<file path="src/hw/rtl/dcagc_pkg.sv">
// Package for the DC-blocking AGC half-symbol slicer.
// Holds fixed-point constants, controller state type and command/status structs.
package dcagc_pkg;
    localparam int SAMPLE_WIDTH = 16;

    localparam logic [31:0] K_DC_OLD  = 32'd2136746230;
    localparam logic [31:0] K_DC_NEW  = 32'd10737418;
    localparam logic [31:0] K_AT_OLD  = 32'd1932735283;
    localparam logic [31:0] K_AT_NEW  = 32'd214748365;
    localparam logic [31:0] K_DE_OLD  = 32'd2147268900;
    localparam logic [31:0] K_DE_NEW  = 32'd214748;
    localparam logic [31:0] K_G_OLD   = 32'd2126008812;
    localparam logic [31:0] K_G_NEW   = 32'd21474836;
    localparam logic [31:0] LEVEL_MIN = 32'd2147484;
    localparam logic [30:0] GAIN_MIN  = 31'd167772;
    localparam logic [30:0] GAIN_MAX  = 31'd1677721600;
    localparam logic [30:0] GAIN_ONE  = 31'd16777216;
    localparam logic [15:0] PHASE_ONE = 16'd256;
    localparam logic [15:0] PERIOD_RESET = 16'd1920;

    // Restoring divider: quotient bits needed for 2^54 / peak (peak > 2^21).
    localparam int DIV_BITS = 34;
    localparam int DIV_CNT_W = 6;

    typedef enum logic [3:0] {
        ST_IDLE,
        ST_DC,
        ST_PEAK,
        ST_DIV,
        ST_GAIN,
        ST_PROD,
        ST_OUT
    } state_t;

    typedef struct packed {
        logic load;      // capture input sample
        logic do_dc;     // DC tracker update
        logic do_peak;   // peak tracker update
        logic div_start; // begin division
        logic div_step;  // one restoring step
        logic do_gain;   // gain update
        logic do_prod;   // gained sample and phase update
    } dp_cmd_t;

    typedef struct packed {
        logic agc_on;    // peak above threshold
        logic div_done;  // last quotient bit produced
        logic emit;      // phase wrapped, result ready
    } dp_status_t;
endpackage

</file>
<file path="src/hw/rtl/dcagc_ctrl.sv">
// Controller state machine of the slicer: sequences the datapath steps.
// Depends on dcagc_pkg.
module dcagc_ctrl (
    input  logic                  aclk,
    input  logic                  aresetn,
    input  logic                  s_valid,
    output logic                  s_ready,
    output logic                  m_valid,
    input  logic                  m_ready,
    output dcagc_pkg::dp_cmd_t    cmd,
    input  dcagc_pkg::dp_status_t status
);
    import dcagc_pkg::*;

    state_t state_reg, state_next;
    logic   mvalid_reg, mvalid_next;

    always_ff @(posedge aclk) begin
        if (!aresetn) begin
            state_reg  <= ST_IDLE;
            mvalid_reg <= 1'b0;
        end else begin
            state_reg  <= state_next;
            mvalid_reg <= mvalid_next;
        end
    end

    assign m_valid = mvalid_reg;
    // The output register may hold a result while the next sample is taken;
    // a new result is only written once the old one is gone.
    assign s_ready = (state_reg == ST_IDLE);

    always_comb begin
        state_next  = state_reg;
        mvalid_next = mvalid_reg;
        cmd         = '0;
        if (mvalid_reg && m_ready) mvalid_next = 1'b0;
        unique case (state_reg)
            ST_IDLE: begin
                if (s_valid) begin
                    cmd.load   = 1'b1;
                    state_next = ST_DC;
                end
            end
            ST_DC: begin
                cmd.do_dc  = 1'b1;
                state_next = ST_PEAK;
            end
            ST_PEAK: begin
                cmd.do_peak = 1'b1;
                state_next  = ST_GAIN;
            end
            ST_GAIN: begin
                if (status.agc_on) begin
                    cmd.div_start = 1'b1;
                    state_next    = ST_DIV;
                end else begin
                    state_next = ST_PROD;
                end
            end
            ST_DIV: begin
                cmd.div_step = 1'b1;
                if (status.div_done) begin
                    state_next = ST_OUT;
                end
            end
            ST_OUT: begin
                cmd.do_gain = 1'b1;
                state_next  = ST_PROD;
            end
            ST_PROD: begin
                if (!mvalid_reg || m_ready) begin
                    cmd.do_prod = 1'b1;
                    if (status.emit) mvalid_next = 1'b1;
                    state_next = ST_IDLE;
                end
            end
            default: state_next = ST_IDLE;
        endcase
    end
endmodule

</file>
<file path="config.mk">
export PLATFORM = sky130hd
export DESIGN_NAME = dcagc_ctrl
export DESIGN_NICKNAME = d
export VERILOG_FILES = /design/src/hw/rtl/dcagc_pkg.sv /design/src/hw/rtl/dcagc_ctrl.sv
export SDC_FILE = /design/constraint.sdc
export NUM_CORES = 1
export LEC_CHECK = 0
export BUFFER_PORTS_ARGS = -buffer_cell sky130_fd_sc_hd__buf_2
export CAP_MARGIN = 20
export CORE_AREA = 2 2 39 41
export CTS_BUF_LIST = sky130_fd_sc_hd__clkbuf_4
export DETAILED_ROUTE_END_ITERATION = 10
export DIE_AREA = 0 0 41 43
export PLACE_DENSITY_LB_ADDON = 0.08
export SLEW_MARGIN = 20
export SYNTH_ARGS = -nofsm -noshare
export SYNTH_HDL_FRONTEND = slang
export SYNTH_SLANG_ARGS = --single-unit
</file>
<file path="constraint.sdc">
create_clock -name aclk -period 1.1 [get_ports aclk]
set_clock_uncertainty 0.15 [all_clocks]
set_input_delay 0.165 -clock aclk [delete_from_list [all_inputs] [get_ports aclk]]
set_output_delay 0.165 -clock aclk [all_outputs]
set_load 0.01 [all_outputs]
</file>
* Yosys cells after proc, flatten, opt, wreduce, memory -nomap -nowiden
Index checks and enable logic that the tools add are counted.
W data, S select, Z words.
** Cells by class
- Eq/ne operators :: 9
- Muxes and demuxes :: 19
- Reductions and logical operators :: 5
** Operators by type and width (number)
- $pmux W4 S7 :: 1
- $mux W1 :: 14
- $eq A4 B3 Y1 const B :: 3
- $mux W4 :: 3
- $eq A4 B2 Y1 const B :: 2
- $ne A2 B2 Y1 const B :: 3
- $eq A4 B1 Y1 const B :: 1
- $logic_not A4 Y1 :: 1
- $mux W3 :: 1
- $reduce_and A3 Y1 :: 1
- $logic_and A1 B1 Y1 :: 1
- $logic_not A1 Y1 :: 1
- $logic_or A1 B1 Y1 :: 1
** Storage, ports and cells
- Word-level logic and storage cells :: 35
- Output and inout bits :: 9
- Register bits after elaboration :: 5

* Longest topological paths before layout
- Depth in word-level cells :: 5
- Mapped depth :: 4
- Depth with buffers taken out :: 3

* Worst setup path before layout
OpenSTA, ideal clock, no wires.
- Path kind :: reg-to-output
- Start :: register state_reg[1]
- End :: output port cmd[4] (netlist name)
- Cell stages (with the launch flop) :: 3
- Setup slack :: -0.045 ns
- Arrival :: 0.830 ns
- Buffers on the path :: 1
- Cell sequence :: dfxtp_1 > buf_2 > nor3b_1
** RTL lines
- start, declared :: line dcagc_ctrl.sv:15 : state_t state_reg, state_next;
- start signal, assigned :: line dcagc_ctrl.sv:23 : state_reg <= state_next;
- end, declared :: line dcagc_ctrl.sv:10 : output dcagc_pkg::dp_cmd_t cmd,

==> impl_results.md <==
* Max clock buf depth at 2
* Status: finished, violations left
* Peak supply drop at 353 uV
* Worst R2R Start: state_reg[1]
* Drt pass-1 iters at 2
* Synthesized area per cell at 8.72 sq um
* Largest net degree at the start of global routing at 9
* CP bufs+invs at 1
* Worst setup margin at -0.280 ns
* Delay-heaviest family, CP: flip-flops
* Initial core utilization at 0.214
* CTS tree: done
* Stages on worst setup path at 3
* Area grow syn2layout at 104%
* Psw at about 150 uW
* Setup Viol. Count Final at 10
* Post-route minimum period at 1.38 ns
* DIE AREA at 1760 sq um
* Sw frac at 0.278
* Capturing point of the worst reg2reg path: state_reg[2]
* GRT Residual Overflow at 0
* CTS sink count at 4
* Fin Setup TNS at -2.20 ns
* Slew Viols, Final at 0
* Routed WL at 957 um
* CP Launch Point: state_reg[2]
* Initial DRC count at 6
* Post-synth cell types at 24
* First-pass GRT wire length at 1.40 mm
* Cell Int Power at 379 uW
* Power Density at 868 nW/um^2
* R2R Setup Slk at -0.12 ns
* Mapped Area at 297 sq um
* Die Y at approximately 43 um
* Post-synth ARST share at 0
* Placement Rows at 14
* Vias/cell at 4.49
* Seq cells post-synth at 4
* Sequential Power Share at 0.323
* Power share of the clock group at 0.340
* Core area at between 1000 and 1500 sq um
* Worst Setup EP: cmd[0]
* CP Launch Type: register
* Net Count, Synth at roughly 40
* Initial antenna violation count at 0
* Max-cap violations at 0
* Slowest stage cell, crit path: dfxtp_4
* Nets at 72
* I/O Buffers at 15
* Slowest Stage Delay on Critical Path at 0.39 ns
* Mapped Cells at 34
* Critical path required time at ~0.78 ns
* Layout cell share with drive strength beyond 1 at 0.857
* F_max at 724 MHz
* Slew @ Worst Pin at 0.247 ns
* Clock latency on the worst-skew pair at 0.23 ns
* Hold Violations, Final at 0
* Max FFs per register at 3
* Worst Setup End Kind: output port
* Vias in the first global route at 354
* Num ports at 16
* ANT nets after route at 0
* Worst Hold Launch: status[0]
* CP cell instances: nor2b_4, and3_4, buf_6
* GRT Util Overall at 0.117
* ANT cells at 0
* Warnings, synthesis at 0
* CTS clk-pin slew, worst paths at 0.03 ns
* Logic gate share of total power at 0.337
* Final Cycle Share at 1.25
* Ys flop type: dfxtp_1
* Setup CP Type: register to output port
* Drt wl/cell at 12.1 um
* Violated checks: setup timing
* Die W at approximately 41 um
* Critical path peak fanout at 8
* Leak at between 0.0002 and 0.0003 uW
* Vias post-DR at 355
* Total CTS buffers at 3
* Post-synth EDFFs at 0
* Worst reg-to-reg path cell count at 3
* Post-route DRC at 0
* Seq/Total Area, Yosys at 0.270
* HP Class: input pin to register
* Worst rel slew slack at 0.834
* Dpl ws at -0.149 ns
* RSZ-0062 raised after global routing: true
* CTS Root Cell: clkbuf_4
* Final Wtd Congestion at 0.713
* H-tree levels at 1
* Post-DP HPWL at 662 um
* CP arrival at around 1.1 ns
synthesized netlist by cell type, types with 2 or more instances:
library cell	number	share of area
nor2_1	2	0.025
nor2b_1	2	0.042
nand2b_4	2	0.093
nor3_1	3	0.051
dfxtp_1	4	0.27
nand2b_1	2	0.042
a21oi_1	2	0.034
worst min path at each step:
stage | endpoint | cells past startpoint
after floorplan | state_reg[1] | 1
final | m_valid | 3
after global routing | state_reg[0] | 2
after CTS | state_reg[0] | 2
after global placement | state_reg[1] | 2
after detailed placement | state_reg[0] | 2
worst register-to-register path, stage by stage, from the launching register on:
cell	delay, ns
dfxtp_4	0.39
buf_4	0.12
mux2_4	0.29
a211oi_2	0.17
metrics by stage:
step                hold WS, ns  std cells  area (sq um)  power [uW]   util
floorplan                 0.133         34           303         236      -
global placement          0.273         72           449         292  0.325
detailed placement        0.288         72           449         293  0.325
CTS                      0.0286         78           538         513  0.389
global route             0.0335         79           604         560  0.437
finish                   0.0359         79           604         525  0.437
placed cells by master, fill, tap and decap left out, types with 2 or more instances in the layout:
cell	instances
buf_2	14
buf_4	8
buf_6	7
nand2b_4	3
clkbuf_4	3
dfxtp_4	3
nor3_4	2
nor3b_2	2
a21oi_1	2
cell families (layout without fill, tap and decap cells):
group,after synthesis,count (layout),synth area share
compound gates,7,7,0.173
flops,4,4,0.270
simple gates,18,18,0.426
mux,1,1,0.0380
buf+inv,4,33,0.0928
power by group through the flow:
stage,clock (uW),sequential [uW],combinational [uW]
finish,178,170,177
global route,199,171,190
CTS,190,167,156
detailed placement,0,170,123
global placement,0,170,122
floorplan,0,159,77.0
per-layer routing:
| layer | GRT usage | share of wire | up-vias |
|---|---|---|---|
| met5 | 0 | 0 | - |
| met4 | 0.0600 | 0 | 0 |
| li1 | - | - | 176 |
| met2 | 0.181 | 0.55 | 11 |
| met3 | 0.0314 | 0.052 | 0 |
| met1 | 0.139 | 0.40 | 168 |
timing repair:
| action | CTS | global route |
|---|---|---|
| pin swaps | 0 | 6 |
| setup buffers | 3 | 1 |
| setup endpoints to repair | 12 | 12 |
| hold buffers | 0 | 0 |
| resized for setup | 13 | 15 |
layout make-up:
class                      instances  area (sq um)
tap                               16          20.0
fill                             134           779
clock buffer                       3          22.5
sequential                         4          92.6
multi-input combinational         26           256
inverter                           1          3.75
timing repair buffer              29           209
No activity file was read; power rests on OpenSTA's default activity.
